**src/b64d_pkg.sv**
```systemverilog
// shared types, constants and the character classifier of the base64 decoder
// no dependencies
`default_nettype none

package b64d_pkg;

   localparam int CHAR_W    = 8;
   localparam int CLASS_W   = 7;
   localparam int GROUP_W   = 24;
   localparam int Q_DEPTH   = 4;
   localparam int Q_PTR_W   = $clog2(Q_DEPTH);
   localparam int Q_CNT_W   = $clog2(Q_DEPTH + 1);

   localparam logic [1:0] KIND_DATA  = 2'd0;
   localparam logic [1:0] KIND_ERROR = 2'd1;
   localparam logic [1:0] KIND_END   = 2'd2;

   localparam logic [CLASS_W-1:0] CLASS_PAD  = 7'd64;
   localparam logic [CLASS_W-1:0] CLASS_SKIP = 7'd65;

   // one entry of the command queue: everything one input transfer emits
   typedef struct packed {
      logic [GROUP_W-1:0] group;
      logic [1:0]         nbytes;
      logic               err;
      logic               eom;
   } b64d_cmd_type;

   // 0-63 for an alphabet character, pad code, or skip code
   function automatic logic [CLASS_W-1:0] b64d_classify(input logic [CHAR_W-1:0] c);
      logic [CHAR_W-1:0] d;
      d = 8'd0;
      priority if (c >= 8'h41 && c <= 8'h5a) begin
         d = c - 8'h41;
      end else if (c >= 8'h61 && c <= 8'h7a) begin
         d = c - 8'h61 + 8'd26;
      end else if (c >= 8'h30 && c <= 8'h39) begin
         d = c - 8'h30 + 8'd52;
      end else if (c == 8'h2b) begin
         d = 8'd62;
      end else if (c == 8'h2f) begin
         d = 8'd63;
      end else if (c == 8'h3d) begin
         d = {1'b0, CLASS_PAD};
      end else begin
         d = {1'b0, CLASS_SKIP};
      end
      return d[CLASS_W-1:0];
   endfunction

endpackage

`default_nettype wire

```
**src/base64_decoder.sv**
```systemverilog
// top level of the streaming base64 decoder
// depends on b64d_pkg, b64d_front, b64d_queue, b64d_back
`default_nettype none

// Streaming base64 decoder. One character enters per transfer on the req_
// side (tlast marks the last character of a message); results leave on the
// rsp_ side with tuser giving the kind (data byte, padding error, end of
// message) and tlast marking the final result caused by one input transfer.
// A character is taken every cycle while the four-entry command queue has
// room. Results leave at one per cycle from the output register while
// rsp_tready is high, so a full group gives three data results and an end
// of message adds one more. Input stalls only when the queue fills behind
// a stalled or busy output side. An accepted character's command passes
// through the queue memory and then the output register to the rsp_ side.
module base64_decoder
   import b64d_pkg::*;
(
   input  wire logic       clock,
   input  wire logic       reset,
   // input characters
   input  wire logic       req_tvalid,
   output logic            req_tready,
   input  wire logic [7:0] req_tdata,   // [7:0] char_code
   input  wire logic       req_tlast,   // end_of_message
   // decoded results
   output logic            rsp_tvalid,
   input  wire logic       rsp_tready,
   output logic [7:0]      rsp_tdata,   // [7:0] data_byte
   output logic [1:0]      rsp_tuser,   // [1:0] kind
   output logic            rsp_tlast    // last
);

   logic         push;
   b64d_cmd_type push_cmd;
   logic         q_full;
   logic         q_not_empty;
   logic         q_pop;
   b64d_cmd_type q_head;

   // classification and group assembly
   b64d_front u_front (
      .clock    (clock),
      .reset    (reset),
      .in_valid (req_tvalid),
      .in_char  (req_tdata),
      .in_eom   (req_tlast),
      .q_full   (q_full),
      .in_ready (req_tready),
      .push     (push),
      .push_cmd (push_cmd)
   );

   // decouples character intake from result output
   b64d_queue u_queue (
      .clock     (clock),
      .reset     (reset),
      .push      (push),
      .push_cmd  (push_cmd),
      .pop       (q_pop),
      .full      (q_full),
      .not_empty (q_not_empty),
      .head      (q_head)
   );

   // result sequencing and output register
   b64d_back u_back (
      .clock       (clock),
      .reset       (reset),
      .q_not_empty (q_not_empty),
      .q_head      (q_head),
      .q_pop       (q_pop),
      .out_valid   (rsp_tvalid),
      .out_ready   (rsp_tready),
      .out_kind    (rsp_tuser),
      .out_byte    (rsp_tdata),
      .out_last    (rsp_tlast)
   );

endmodule

`default_nettype wire

```
**src/b64d_front.sv**
```systemverilog
// front end: classifies characters, gathers sextets into groups and issues commands
// depends on b64d_pkg
`default_nettype none

module b64d_front
   import b64d_pkg::*;
(
   input  wire logic              clock,
   input  wire logic              reset,
   input  wire logic              in_valid,
   input  wire logic [CHAR_W-1:0] in_char,
   input  wire logic              in_eom,
   input  wire logic              q_full,
   output logic                   in_ready,
   output logic                   push,
   output b64d_cmd_type           push_cmd
);

   logic [GROUP_W-1:0] acc_ff, acc_in;
   logic [1:0]         cnt_ff, cnt_in;
   logic [2:0]         pad_ff, pad_in;
   logic               fin_ff, fin_in;

   logic [CLASS_W-1:0] cls;
   logic [2:0]         pad_new;
   logic [GROUP_W-1:0] acc_new;
   logic               counted;
   logic               group_done;
   logic               accept;

   assign in_ready = !q_full;
   assign accept   = in_valid && !q_full;
   assign cls      = b64d_classify(in_char);
   assign counted  = !fin_ff && (cls <= CLASS_PAD);
   assign pad_new  = pad_ff + {2'd0, (cls == CLASS_PAD)};
   assign acc_new  = {acc_ff[GROUP_W-7:0], (cls == CLASS_PAD) ? 6'd0 : cls[5:0]};
   assign group_done = counted && (cnt_ff == 2'd3);

   always_comb begin
      push_cmd.group  = acc_new;
      push_cmd.err    = group_done && (pad_new > 3'd2);
      push_cmd.nbytes = 2'd0;
      if (group_done && (pad_new <= 3'd2)) begin
         push_cmd.nbytes = 2'd3 - pad_new[1:0];
      end
      push_cmd.eom    = in_eom;
      push = accept && (group_done || in_eom);
   end

   always_comb begin
      acc_in = acc_ff;
      cnt_in = cnt_ff;
      pad_in = pad_ff;
      fin_in = fin_ff;
      if (accept) begin
         if (in_eom) begin
            acc_in = '0;
            cnt_in = 2'd0;
            pad_in = 3'd0;
            fin_in = 1'b0;
         end else if (group_done) begin
            acc_in = '0;
            cnt_in = 2'd0;
            pad_in = 3'd0;
            fin_in = (pad_new != 3'd0);
         end else if (counted) begin
            acc_in = acc_new;
            cnt_in = cnt_ff + 2'd1;
            pad_in = pad_new;
         end
      end
   end

   always_ff @(posedge clock) begin
      if (reset) begin
         acc_ff <= '0;
         cnt_ff <= 2'd0;
         pad_ff <= 3'd0;
         fin_ff <= 1'b0;
      end else begin
         acc_ff <= acc_in;
         cnt_ff <= cnt_in;
         pad_ff <= pad_in;
         fin_ff <= fin_in;
      end
   end

endmodule

`default_nettype wire

```
**src/b64d_queue.sv**
```systemverilog
// short command queue between front and back end
// depends on b64d_pkg
`default_nettype none

module b64d_queue
   import b64d_pkg::*;
(
   input  wire logic         clock,
   input  wire logic         reset,
   input  wire logic         push,
   input  wire b64d_cmd_type push_cmd,
   input  wire logic         pop,
   output logic              full,
   output logic              not_empty,
   output b64d_cmd_type      head
);

   b64d_cmd_type       mem_ff [Q_DEPTH];
   logic [Q_PTR_W-1:0] wr_ff, wr_in;
   logic [Q_PTR_W-1:0] rd_ff, rd_in;
   logic [Q_CNT_W-1:0] cnt_ff, cnt_in;

   assign full      = (cnt_ff == Q_CNT_W'(Q_DEPTH));
   assign not_empty = (cnt_ff != '0);
   assign head      = mem_ff[rd_ff];

   always_comb begin
      wr_in  = push ? wr_ff + 1'b1 : wr_ff;
      rd_in  = pop ? rd_ff + 1'b1 : rd_ff;
      cnt_in = cnt_ff + Q_CNT_W'(push) - Q_CNT_W'(pop);
   end

   always_ff @(posedge clock) begin
      if (push) begin
         mem_ff[wr_ff] <= push_cmd;
      end
   end

   always_ff @(posedge clock) begin
      if (reset) begin
         wr_ff  <= '0;
         rd_ff  <= '0;
         cnt_ff <= '0;
      end else begin
         wr_ff  <= wr_in;
         rd_ff  <= rd_in;
         cnt_ff <= cnt_in;
      end
   end

endmodule

`default_nettype wire

```
**src/b64d_back.sv**
```systemverilog
// back end: turns queued commands into results, one per cycle unless stalled
// depends on b64d_pkg
`default_nettype none

module b64d_back
   import b64d_pkg::*;
(
   input  wire logic         clock,
   input  wire logic         reset,
   input  wire logic         q_not_empty,
   input  wire b64d_cmd_type q_head,
   output logic              q_pop,
   output logic              out_valid,
   input  wire logic         out_ready,
   output logic [1:0]        out_kind,
   output logic [7:0]        out_byte,
   output logic              out_last
);

   logic       vld_ff, vld_in;
   logic [1:0] kind_ff;
   logic [7:0] byte_ff;
   logic       last_ff;
   logic [1:0] idx_ff, idx_in;

   logic       load;
   logic [2:0] total;
   logic [1:0] kind_nx;
   logic [7:0] byte_nx;
   logic       last_nx;

   assign total = {1'b0, q_head.nbytes} + {2'd0, q_head.err} + {2'd0, q_head.eom};
   assign load  = q_not_empty && (!vld_ff || out_ready);
   assign last_nx = ({1'b0, idx_ff} == total - 3'd1);
   assign q_pop = load && last_nx;

   always_comb begin
      kind_nx = KIND_END;
      byte_nx = 8'd0;
      if (idx_ff < q_head.nbytes) begin
         kind_nx = KIND_DATA;
         unique case (idx_ff)
            2'd0:    byte_nx = q_head.group[23:16];
            2'd1:    byte_nx = q_head.group[15:8];
            default: byte_nx = q_head.group[7:0];
         endcase
      end else if (q_head.err && idx_ff == 2'd0) begin
         kind_nx = KIND_ERROR;
      end
   end

   always_comb begin
      vld_in = vld_ff;
      idx_in = idx_ff;
      if (load) begin
         vld_in = 1'b1;
         idx_in = last_nx ? 2'd0 : idx_ff + 2'd1;
      end else if (out_ready) begin
         vld_in = 1'b0;
      end
   end

   always_ff @(posedge clock) begin
      if (reset) begin
         vld_ff <= 1'b0;
         idx_ff <= 2'd0;
      end else begin
         vld_ff <= vld_in;
         idx_ff <= idx_in;
      end
   end

   always_ff @(posedge clock) begin
      if (load) begin
         kind_ff <= kind_nx;
         byte_ff <= byte_nx;
         last_ff <= last_nx;
      end
   end

   assign out_valid = vld_ff;
   assign out_kind  = kind_ff;
   assign out_byte  = byte_ff;
   assign out_last  = last_ff;

endmodule

`default_nettype wire
```
**config.mk**
```make
export PLATFORM = sky130hd
export DESIGN_NAME = base64_decoder
export DESIGN_NICKNAME = d
export VERILOG_FILES = /design/src/b64d_pkg.sv /design/src/base64_decoder.sv /design/src/b64d_front.sv /design/src/b64d_queue.sv /design/src/b64d_back.sv
export SDC_FILE = /design/constraint.sdc
export NUM_CORES = 1
export LEC_CHECK = 0
export BUFFER_PORTS_ARGS = -buffer_cell sky130_fd_sc_hd__buf_4
export CORE_UTILIZATION = 31
export CTS_CLUSTER_SIZE = 40
export DETAILED_ROUTE_END_ITERATION = 12
export HOLD_SLACK_MARGIN = 0.08
export MAX_ROUTING_LAYER = met4
export PLACE_DENSITY = 0.44
export SLEW_MARGIN = 30
export SYNTH_ARGS = -nofsm -noshare
export SYNTH_HDL_FRONTEND = slang
export SYNTH_SLANG_ARGS = --single-unit
```
**constraint.sdc**
```tcl
create_clock -name clock -period 5.1 [get_ports clock]
set_input_delay 0.255 -clock clock [delete_from_list [all_inputs] [get_ports clock]]
set_output_delay 0.255 -clock clock [all_outputs]
set_load 0.005 [all_outputs]
```
==> run metrics, run 1 <==
fin nets=570; Area contributors post-synth=edfxtp_1, dfxtp_1, mux4_2, ha_1, a21oi_1; worst reg2reg path depth=11; Final min period=about 4.2 ns; Fin. Hold Viols=0; Die ar.=0.02355 mm2; power per cell area=433.8 mW/mm2; grt ovf=0; # diodes=0; starting density of the core=0.3150; Sw Pwr=977.2 uW; most common library cells after synthesis=edfxtp_1, dfxtp_1, a21oi_1; dpl ws=0.8711 ns; outcome=finished, final reports clean; Synth Warn #=0; Vias/cell=5.027; hold crit path type=primary input to flop; Fmax=238.4 MHz; routability cong.=0.8476; Clock transition at path regs=0.06 ns; Yosys top cell area share=0.5194; DRC violations left=0; Synth Cell Area=about 0.007 mm2; Setup Viol. Count Final=0; asr flop ratio synth=0; FF+latch count, synth=159; crit path DAT=approximately 4.5 ns; DR WL/cell=19.25 um; fin. max-slew vios=0; GRT Total Usage=0.1495; routed via count=~4200; post-synth cell types=between 60 and 70; H-tree depth=4; Resized cells post-CTS=0; clock sink count=approximately 160; Final HPWL DP=9787 um; MaxCap Viol Count=0; endpoint class of the critical path=flop; largest net degree at the start of global routing=36; hold path cells=3; CORE AREA=0.02257 mm2; power share of the clock group=0.366; ys flop type=edfxtp_1; kind of critical path=flop to flop; # IOs=26; hold buffer count at cts=0; clock insertion delay at the later pin of the skew report=0.43 ns; max_slew headroom=0.5006; sequential fraction of design power=0.441; Final period util=0.8226; final WL=roughly 16000 um; clock skew=between 0.01 and 0.015 ns; Static Leak=0.002800 uW; Synth area leader=edfxtp_1; port bufs=25; Die W=153.5 um; Startpoint Class=flop; maximum fanout along the worst path=18; sequential share of the synthesized area=0.6208; global-route wire length before repair=around 25000 um; DRT antenna net count=0; RSZ-0062 raised after global routing=no; initial antenna violation count=0; VDD IR max=about 200 uV; layout cells sized above 1=0.2220; TritonRoute pass-1 iters=4; Root Driver=clkbuf_16; setup TNS=0 ns; count leader, synth=edfxtp_1; required time at the worst-slack endpoint=between 5 and 6 ns; Post-CTS Setup Inserts=0; Area Growth Syn to Fin=15.89%; Cells after Synth=499; vias in the first global route=4324; Tightest Pin Transition=0.7463 ns; fin worst setup slack=approximately 0.90 ns; CTS Buf Count=17; EDFF count, synth=123; switch share=0.2734; Mean Syn Cell Area=about 14 um2; CTS tree=done; DRT iter0 DRCs=roughly 240; Int Pwr=2597 uW; Comb pwr share=0.193; chip height=153.5 um; Synth Net Count=around 540; CTS Buffer Depth=2; row count=55; Final Total Pwr=3575 uW
final cells by class:
| type | instances | area [um2] |
|---|---|---|
| flip-flops and latches | 159 | 4415 |
| well taps | 285 | 356.6 |
| inverters | 22 | 82.58 |
| clock buffers | 18 | 429.2 |
| fillers | 2143 | 14330 |
| clock inverters | 14 | 176.4 |
| multi-input cells | 296 | 2510 |
| repair buffers | 36 | 270.3 |
placed cells by master, fill, tap and decap left out, types with 2 or more instances in the layout:
cell type / instances
nand3_1: 25
o31ai_1: 2
xnor2_1: 6
o21ai_1: 22
or2_1: 2
and3b_1: 2
nor3_1: 8
o21ai_0: 8
a21o_1: 3
inv_6: 7
nand4b_1: 3
clkbuf_16: 17
fa_1: 2
and2_1: 5
a21oi_1: 33
o311ai_4: 2
inv_1: 21
edfxtp_1: 123
and3_1: 3
buf_4: 36
bufinv_16: 3
a31oi_1: 4
nand2_1: 23
xor2_1: 6
and2b_1: 3
a21oi_2: 12
nor2b_1: 7
nand4_1: 2
nor2_1: 23
ha_1: 23
nor3b_1: 2
o21a_1: 2
a22oi_1: 8
dfxtp_1: 35
mux4_2: 28
per-stage QoR:
step                hold slack [ns]  utilization  std cells  instance area [um2]
finish                       0.1233       0.3651        830                 8240
global route                 0.1149       0.3651        830                 8240
CTS                          0.1066       0.3651        830                 8240
detailed placement           0.4726       0.3382        798                 7635
global placement             0.4628       0.3382        798                 7635
floorplan                    0.3539            -        499                 7111
power groups by stage:
| stage | clock network, uW | registers, uW | logic [uW] |
|---|---|---|---|
| after floorplan | 0 | 1590 | 458 |
| final | 1310 | 1580 | 690 |
| after global placement | 0 | 1610 | 701 |
| after CTS | 1340 | 1580 | 707 |
| after detailed placement | 0 | 1610 | 702 |
| after global routing | 1390 | 1590 | 774 |
cells by family after synthesis:
logic type / after synthesis / share of synthesized area
xor gates and xnor gates: 12 / 0.01478
AOI/OAI and AO/OA: 112 / 0.1126
and+or+nand+nor: 119 / 0.08992
adders and majority gates: 25 / 0.04610
buffers and inverters: 44 / 0.02710
muxes: 28 / 0.08868
DFF: 159 / 0.6208
worst paths after layout:
| path | to | start | slack (ns) |
|---|---|---|---|
| worst max register to register | u_queue.cnt_ff[1] | flop | 0.90 |
| worst min-delay path | u_back.out_valid | rsp_tready | 0.12 |
| worst min register to register | u_front.cnt_ff[0] | u_front.cnt_ff[0] | 0.47 |
| worst max-delay path | u_queue.cnt_ff[1] | flop | 0.90 |
routing by layer:
metal | up-vias | global-route usage | share of wire
met3 | 22 | 0.03119 | 0.029
li1 | 1972 | - | -
met2 | 74 | 0.2283 | 0.47
met5 | - | - | 0
met1 | 2104 | 0.1966 | 0.49
met4 | 0 | 0.05286 | 0.014
registers in the layout, summed over array words and instances (netlist names), 3 cells and up, named ones only:
register / count
u_queue.cnt_ff: 3
u_front.acc_ff: 18
u_front.pad_ff: 3
u_back.out_byte: 8
u_queue.mem_ff: 112
critical path: stages, from the launching register on:
cell	delay, ns
dfxtp_2	0.57
buf_4	0.44
mux4_2	0.61
inv_1	0.13
fa_1	0.41
xor2_1	0.17
nor4_1	0.63
ha_1	0.35
inv_1	0.06
ha_1	0.16
fa_1	0.40
nor2b_1	0.13
Note: power is estimated with default switching activity, not from simulation.
==> run 2, diff against run 1 <==
--- a/config.mk
+++ b/config.mk
@@ -11,7 +11,7 @@
 export DETAILED_ROUTE_END_ITERATION = 12
 export HOLD_SLACK_MARGIN = 0.08
 export MAX_ROUTING_LAYER = met4
-export PLACE_DENSITY = 0.44
+export PLACE_DENSITY = 0.45
 export SLEW_MARGIN = 30
 export SYNTH_ARGS = -nofsm -noshare
 export SYNTH_HDL_FRONTEND = slang
==> constraint.sdc (replaced) <==
create_clock -name clock -period 3.8 [get_ports clock]
set_input_delay 0.19 -clock clock [delete_from_list [all_inputs] [get_ports clock]]
set_output_delay 0.19 -clock clock [all_outputs]
set_load 0.005 [all_outputs]
==> run 2 against run 1 <==
Against the previous run:
- cell count grew 0.48%
- final area grew 1.3%
- worst hold slack lost 0.0090 ns
- register-to-register slack lost 0.63 ns
- combinational power grew 40%
- sequential cell count is the same
- routed wire length shrank 4.7%
- non-clock buffer count grew 4
- critical endpoint unchanged
- largest cell class unchanged
==> run metrics, run 2 (synthesis gave the netlist of run 1 again) <==
Fmax=284.0 MHz (was 238.4 MHz); Sw Pwr=1268 uW (was 977.2 uW); worst path cell trace=mux4_2, inv_1, ha_1, inv_1, ha_1, fa_1, xor2_2, nor4_4, ha_1, inv_1, ha_1, fa_1, nor2b_1 (was buf_4, mux4_2, inv_1, fa_1, xor2_1, nor4_1, ha_1, inv_1, ha_1, fa_1, nor2b_1); # diodes=0 (unchanged); Tightest Pin Transition=0.9259 ns (was 0.7463 ns); Area Growth Syn to Fin=17.40% (was 15.89%); layout cells sized above 1=0.2259 (was 0.2220); kind of critical path=flop to flop (unchanged); Die ar.=0.02355 mm2 (unchanged); chip height=153.5 um (unchanged); grt ovf=0 (unchanged); Final min period=3.521 ns (was 4.195 ns); global-route wire length before repair=25030 um (was 25280 um); Top reg by flops=u_queue.mem_ff (unchanged); VDD IR max=252.7 uV (was 199.4 uV); port bufs=25 (unchanged); GRT Total Usage=0.1453 (was 0.1495); Comb pwr share=0.201 (was 0.193); CORE AREA=0.02257 mm2 (unchanged); fin nets=574 (was 570); fin util=0.3698 (was 0.3651); met3 wire len=295 um (was 462 um); power per cell area=577.5 mW/mm2 (was 433.8 mW/mm2); setup TNS=0 ns (unchanged); Post-CTS Setup Inserts=0 (unchanged); most frequent CP cell=ha_1; H-tree depth=4 (unchanged); endpoint class of the critical path=flop (unchanged); Root Driver=clkbuf_16 (unchanged); # IOs=26 (unchanged); DRT antenna net count=0 (unchanged); RSZ-0062 raised after global routing=no (unchanged); outcome=finished, final reports clean (unchanged); Worst path top cell family by delay=adder cells (unchanged); commonest cells after routing, fill and taps aside=edfxtp_1, dfxtp_1, buf_4, a21oi_1, mux4_2 (was edfxtp_1, buf_4, dfxtp_1, a21oi_1, mux4_2); final WL=15230 um (was 15980 um); Final HPWL DP=9555 um (was 9787 um); DRT met1 WL=7420 um (was 7810 um); slowest stage cell, crit path=mux4_2 (was nor4_1); Largest register FFs=112 (unchanged); maximum fanout along the worst path=6 (was 18); required time at the worst-slack endpoint=4.09 ns (was 5.39 ns); Fin. Hold Viols=0 (unchanged); clock skew=0.006493 ns (was 0.01240 ns); crit path DAT=3.81 ns (was 4.49 ns); Final period util=0.9265 (was 0.8226); Vias/cell=4.968 (was 5.027); area of the multi-input gates=0.002532 mm2 (was 0.002510 mm2); final instance area=0.008348 mm2 (was 0.008240 mm2); largest net degree at the start of global routing=36 (unchanged); most common cell after layout, fill and taps aside=edfxtp_1 (unchanged); filler cell count=2161 (was 2143); Placed Area=0.007706 mm2 (was 0.007635 mm2); max_slew headroom=0.3775 (was 0.5006); Startpoint Class=flop (unchanged); MaxCap Viol Count=0 (unchanged); critical path's largest stage delay=0.54 ns (was 0.63 ns); Static Leak=0.002832 uW (was 0.002800 uW); Clock transition at path regs=0.06 ns (about the same); CTS Buffer Depth=2 (unchanged); DR WL/cell=18.26 um (was 19.25 um); met2 wire len=7309 um (was 7475 um); routed via count=4143 (was 4172); switch share=0.2630 (was 0.2734); hold crit path type=primary input to flop (unchanged); Worst Hold Slack=0.1143 ns (was 0.1233 ns); sequential fraction of design power=0.437 (was 0.441); row count=55 (unchanged); clock insertion delay at the later pin of the skew report=0.42 ns (was 0.43 ns); CTS tree=done (unchanged); Die W=153.5 um (unchanged); CTS Buf Count=17 (unchanged); Top Layer Used=met4 (unchanged); starting density of the core=0.3150 (unchanged); Setup Viol. Count Final=0 (unchanged); Int Pwr=3553 uW (was 2597 uW); initial antenna violation count=0 (unchanged); power share of the clock group=0.362 (was 0.366); routability cong.=0.8195 (was 0.8476); DRT iter0 DRCs=306 (was 242); vias in the first global route=4361 (was 4324); TritonRoute pass-1 iters=4 (unchanged); DRC violations left=0 (unchanged); fin. max-slew vios=0 (unchanged); total area of sequential cells=0.004415 mm2 (unchanged); clock sink count=159 (unchanged); Buf/Inv on CP=3 (unchanged)
## run 2: area by class of cell
cell class              count  area share
inverters                  22    0.009892
repair buffers             40     0.04257
multi-input cells         296      0.3034
clock buffers              20     0.05231
flip-flops and latches    159      0.5289
well taps                 285     0.04272
clock inverters            12     0.02023
## run 2: worst paths after layout
kind | to | slack (ns) | depth (start not counted) | startpoint
max | u_queue.cnt_ff[1] | 0.28 | 13 | flop
min | u_front.pad_ff[2] | 0.11 | 4 | req_tvalid
max reg2reg | u_queue.cnt_ff[1] | 0.28 | 13 | flop
min reg2reg | u_front.cnt_ff[0] | 0.49 | 1 | u_front.cnt_ff[0]
## run 2: repair_timing
action / CTS / global route
hold buffers: 2 / 0
setup endpoints to repair: 0 / 2
gates resized for setup: 0 / 2
endpoints found under the hold margin: 5 / 0
## run 2: worst min-delay path: stages
cell and delay [ns]:
buf_4 0.09, nand2_1 0.06, nand2_1 0.07, a31oi_1 0.07
## run 2: power groups by stage
stage | sequential [uW] | combinational (uW) | clock, uW
final | 2110 | 969 | 1750
after global routing | 2120 | 1090 | 1860
after CTS | 2110 | 971 | 1790
after detailed placement | 2140 | 965 | 0
after global placement | 2140 | 958 | 0
after floorplan | 2130 | 624 | 0
## run 2: metrics by stage
step,total power (uW),std cells,worst slack [ns]
5_1_grt,5073,834,0.02380
3_5_place_dp,3109,800,0.09759
6_report,4821,834,0.2794
3_3_place_gp,3096,800,0.1662
4_1_cts,4867,834,0.08513
2_1_floorplan,2754,499,0.0006126
## run 2: metal layers
layer,vias to the layer above,GRT usage
met5,-,-
met1,2090,0.1902
met2,57,0.2266
li1,1983,-
met3,13,0.03005
met4,0,0.04429
==> run 3, diff against run 2 <==
--- a/config.mk
+++ b/config.mk
@@ -15,4 +15,5 @@
 export SLEW_MARGIN = 30
 export SYNTH_ARGS = -nofsm -noshare
 export SYNTH_HDL_FRONTEND = slang
+export SYNTH_HIERARCHICAL = 1
 export SYNTH_SLANG_ARGS = --single-unit
==> constraint.sdc (replaced) <==
create_clock -name clock -period 3.8 [get_ports clock]
set_input_delay 0.38 -clock clock [delete_from_list [all_inputs] [get_ports clock]]
set_output_delay 0.38 -clock clock [all_outputs]
set_load 0.005 [all_outputs]
==> run 3 against run 2 <==
Against the previous run:
- the flow now finishes with violations (design-rule violations)
- via count down 1.3%
- cell count fell by 3.6%
- synthesized cell count shrank 5.2%
- routed wire length shrank 1.4%
- critical endpoint is now u_queue/cnt_ff[2]
- die area fell by 1.5%
- highest routed layer unchanged
- global-route usage fell by 0.39 points
- worst hold slack improved by 0.12 ns
- critical path depth up 3
- area after synthesis shrank 1.5%
- non-clock buffer count up 3
- sequential share of layout area is 1.1 points higher
- setup slack worse by 0.058 ns
==> run metrics, run 3 <==
outcome=complete, but fails checks (was finished, final reports clean); failing checks=design-rule violations; Top reg by flops=u_queue/mem_ff (was u_queue.mem_ff); Area contributors post-synth=edfxtp_1, dfxtp_1, mux4_2, ha_1, mux4_1 (was edfxtp_1, dfxtp_1, mux4_2, ha_1, a21oi_1); DRC violations left=2 (was 0); TritonRoute pass-1 iters=8 (was 4); fin. max-slew vios=0 (unchanged); Fmax=279.4 MHz (was 284.0 MHz); starting density of the core=0.3190 (was 0.3150); DRT iter0 DRCs=349 (was 306); CTS Buffer Depth=2 (unchanged); hold buffer count at cts=0 (was 2); hold path cells=2 (was 4); maximum fanout along the worst path=5 (was 6); final instance area=0.008184 mm2 (was 0.008348 mm2); worst hold start=req_tlast (was req_tvalid); Clock transition at path regs=0.06 ns (about the same); Synth area leader=edfxtp_1 (unchanged); RSZ-0062 raised after global routing=no (unchanged); H-tree depth=4 (unchanged); largest net degree at the start of global routing=38 (was 36); area of the multi-input gates=0.002350 mm2 (was 0.002532 mm2); GRT Total Usage=0.1414 (was 0.1453); worst reg2reg path depth=16 (was 13); ys flop type=edfxtp_1 (unchanged); reg2reg end=u_queue/cnt_ff[2] (was u_queue.cnt_ff[1]); Vias/cell=5.086 (was 4.968); kind of critical path=flop to flop (unchanged); required time at the worst-slack endpoint=4.09 ns (about the same); DR WL/cell=18.67 um (was 18.26 um); total area of sequential cells=0.004418 mm2 (was 0.004415 mm2); vias in the first global route=4238 (was 4361); commonest cells after routing, fill and taps aside=edfxtp_1, buf_4, a21oi_1, dfxtp_1, nand3_1 (was edfxtp_1, dfxtp_1, buf_4, a21oi_1, mux4_2); Largest register FFs=112 (unchanged); Synth Warn #=6 (was 0); Startpoint Class=flop (unchanged); reg2reg setup slack=0.22 ns (was 0.28 ns); Static Leak=0.002836 uW (was 0.002832 uW); fin nets=548 (was 574); CTS Buf Count=17 (unchanged); routed via count=4089 (was 4143); Yosys top cell area share=0.5273 (was 0.5194); # diodes=0 (unchanged); row count=54 (was 55); setup TNS=0 ns (unchanged); count leader, synth=edfxtp_1 (unchanged); filler cell count=2047 (was 2161); MaxCap Viol Count=0 (unchanged); Final min period=3.579 ns (was 3.521 ns); Final period util=0.9419 (was 0.9265); DRT antenna net count=0 (unchanged); Placed Area=0.007551 mm2 (was 0.007706 mm2); Area Growth Syn to Fin=16.85% (was 17.40%); Final Total Pwr=4869 uW (was 4821 uW); crit path DAT=3.87 ns (was 3.81 ns); grt ovf=0 (unchanged); Mean Syn Cell Area=14.81 um2 (was 14.25 um2); endpoint class of the critical path=flop (unchanged); chip height=152.3 um (was 153.5 um); Setup Viol. Count Final=0 (unchanged); Synth Net Count=510 (was 537); most common library cells after synthesis=edfxtp_1, a21oi_1, dfxtp_1 (was edfxtp_1, dfxtp_1, a21oi_1); power per cell area=594.9 mW/mm2 (was 577.5 mW/mm2); post-synth cell types=67 (was 62); layout cells sized above 1=0.2271 (was 0.2259); Final HPWL DP=9264 um (was 9555 um); Synth Cell Area=0.007004 mm2 (was 0.007111 mm2); Worst Hold Path EP=u_front/fin_ff (was u_front.pad_ff[2]); port bufs=25 (unchanged); global-route wire length before repair=24010 um (was 25030 um); Die W=152.3 um (was 153.5 um); CORE AREA=0.02196 mm2 (was 0.02257 mm2); final WL=15010 um (was 15230 um); hold crit path type=primary input to flop (unchanged); EDFF count, synth=123 (unchanged); Cells after Synth=473 (was 499); # IOs=26 (unchanged); max_slew headroom=0.4290 (was 0.3775); routability cong.=0.8103 (was 0.8195); Tightest Pin Transition=0.8566 ns (was 0.9259 ns); clock skew=0.006352 ns (was 0.006493 ns); Die ar.=0.02320 mm2 (was 0.02355 mm2); clock insertion delay at the later pin of the skew report=0.42 ns (about the same); asr flop ratio synth=0 (unchanged); Fin. Hold Viols=0 (unchanged); initial antenna violation count=0 (unchanged); most common cell after layout, fill and taps aside=edfxtp_1 (unchanged); CTS tree=done (unchanged); Root Driver=clkbuf_16 (unchanged); sequential share of the synthesized area=0.6302 (was 0.6208); FF+latch count, synth=159 (unchanged); clock sink count=159 (unchanged); VDD IR max=351.3 uV (was 252.7 uV)
==> run 3: cell count changes after synthesis, moves of 4 or more <==
| cell | delta |
|---|---|
| a21oi_1 | +4 |
| mux4_2 | -8 |
| nand2_1 | -7 |
| mux4_1 | +8 |
| o21ai_0 | +15 |
| clkbuf_1 | -6 |
| o21ai_1 | -20 |
| nor2_1 | -13 |
| a21oi_2 | -12 |
==> run 3: area by class of cell <==
| cell class | instances | area share |
|---|---|---|
| Clock buffer | 18 | 0.05244 |
| Clock inverter | 14 | 0.02217 |
| Inverter | 22 | 0.01009 |
| Multi-Input combinational cell | 268 | 0.2871 |
| Sequential cell | 159 | 0.5398 |
| Tap cell | 280 | 0.04281 |
| Timing Repair Buffer | 43 | 0.04556 |
==> run 3: worst max-delay path by stage <==
stage / from / end / cells after the start
floorplan: req_tdata[2] / u_queue/mem_ff[0][0] / 12
global placement: flop / u_queue/cnt_ff[2] / 16
detailed placement: flop / u_queue/cnt_ff[2] / 16
CTS: flop / u_queue/cnt_ff[2] / 16
global route: flop / u_queue/cnt_ff[2] / 16
finish: flop / u_queue/cnt_ff[2] / 16
==> run 3: metal layers <==
layer | global-route usage | up-vias | routed length, um | share of wire
li1 | - | 1911 | - | -
met3 | 0.02503 | 19 | 582 | 0.039
met4 | 0.05928 | 0 | 216 | 0.014
met2 | 0.2289 | 89 | 7445 | 0.50
met5 | - | - | 0 | 0
met1 | 0.1745 | 2070 | 6766 | 0.45
==> run 3: what timing repair did <==
item / in CTS / in global routing
resized for setup: 0 / 4
endpoints found under the setup margin: 0 / 2
buffers inserted: 0 / 2
==> run 3: per-stage QoR <==
step	hold slack (ns)	std cells	utilization	setup slack [ns]
3_3_place_gp	0.4603	770	0.3439	0.1555
5_1_grt	0.2223	804	0.3727	0.02893
4_1_cts	0.2211	802	0.3717	0.1058
3_5_place_dp	0.4727	770	0.3439	0.1257
2_1_floorplan	0.4472	473	-	0.01577
6_report	0.2363	804	0.3727	0.2210
==> run 3: worst max-delay path: stages, from the launching register on <==
cell	delay, ns
dfxtp_4	0.37
mux4_1	0.54
inv_1	0.07
ha_1	0.22
inv_1	0.05
ha_1	0.13
inv_1	0.04
fa_1	0.52
xnor2_2	0.12
nor3_2	0.06
and2_2	0.23
ha_1	0.29
inv_1	0.04
ha_1	0.18
fa_1	0.37
xor3_1	0.20
nor2_1	0.04
==> run 3: power breakdown <==
group / total (uW) / switching (uW) / internal [uW]
combinational: 1010 / 556 / 452
clock: 1740 / 696 / 1050
sequential: 2120 / 60.0 / 2060
==> run 3: logic make-up (layout without fill, tap and decap cells) <==
group / Yosys count / in the layout / synth area share
flops: 159 / 159 / 0.6302
buf+inv: 46 / 97 / 0.03591
mux: 29 / 29 / 0.09575
compound gates: 100 / 100 / 0.09093
xor+xnor: 11 / 11 / 0.01590
fa+ha+maj: 24 / 24 / 0.04502
simple gates: 104 / 104 / 0.08628
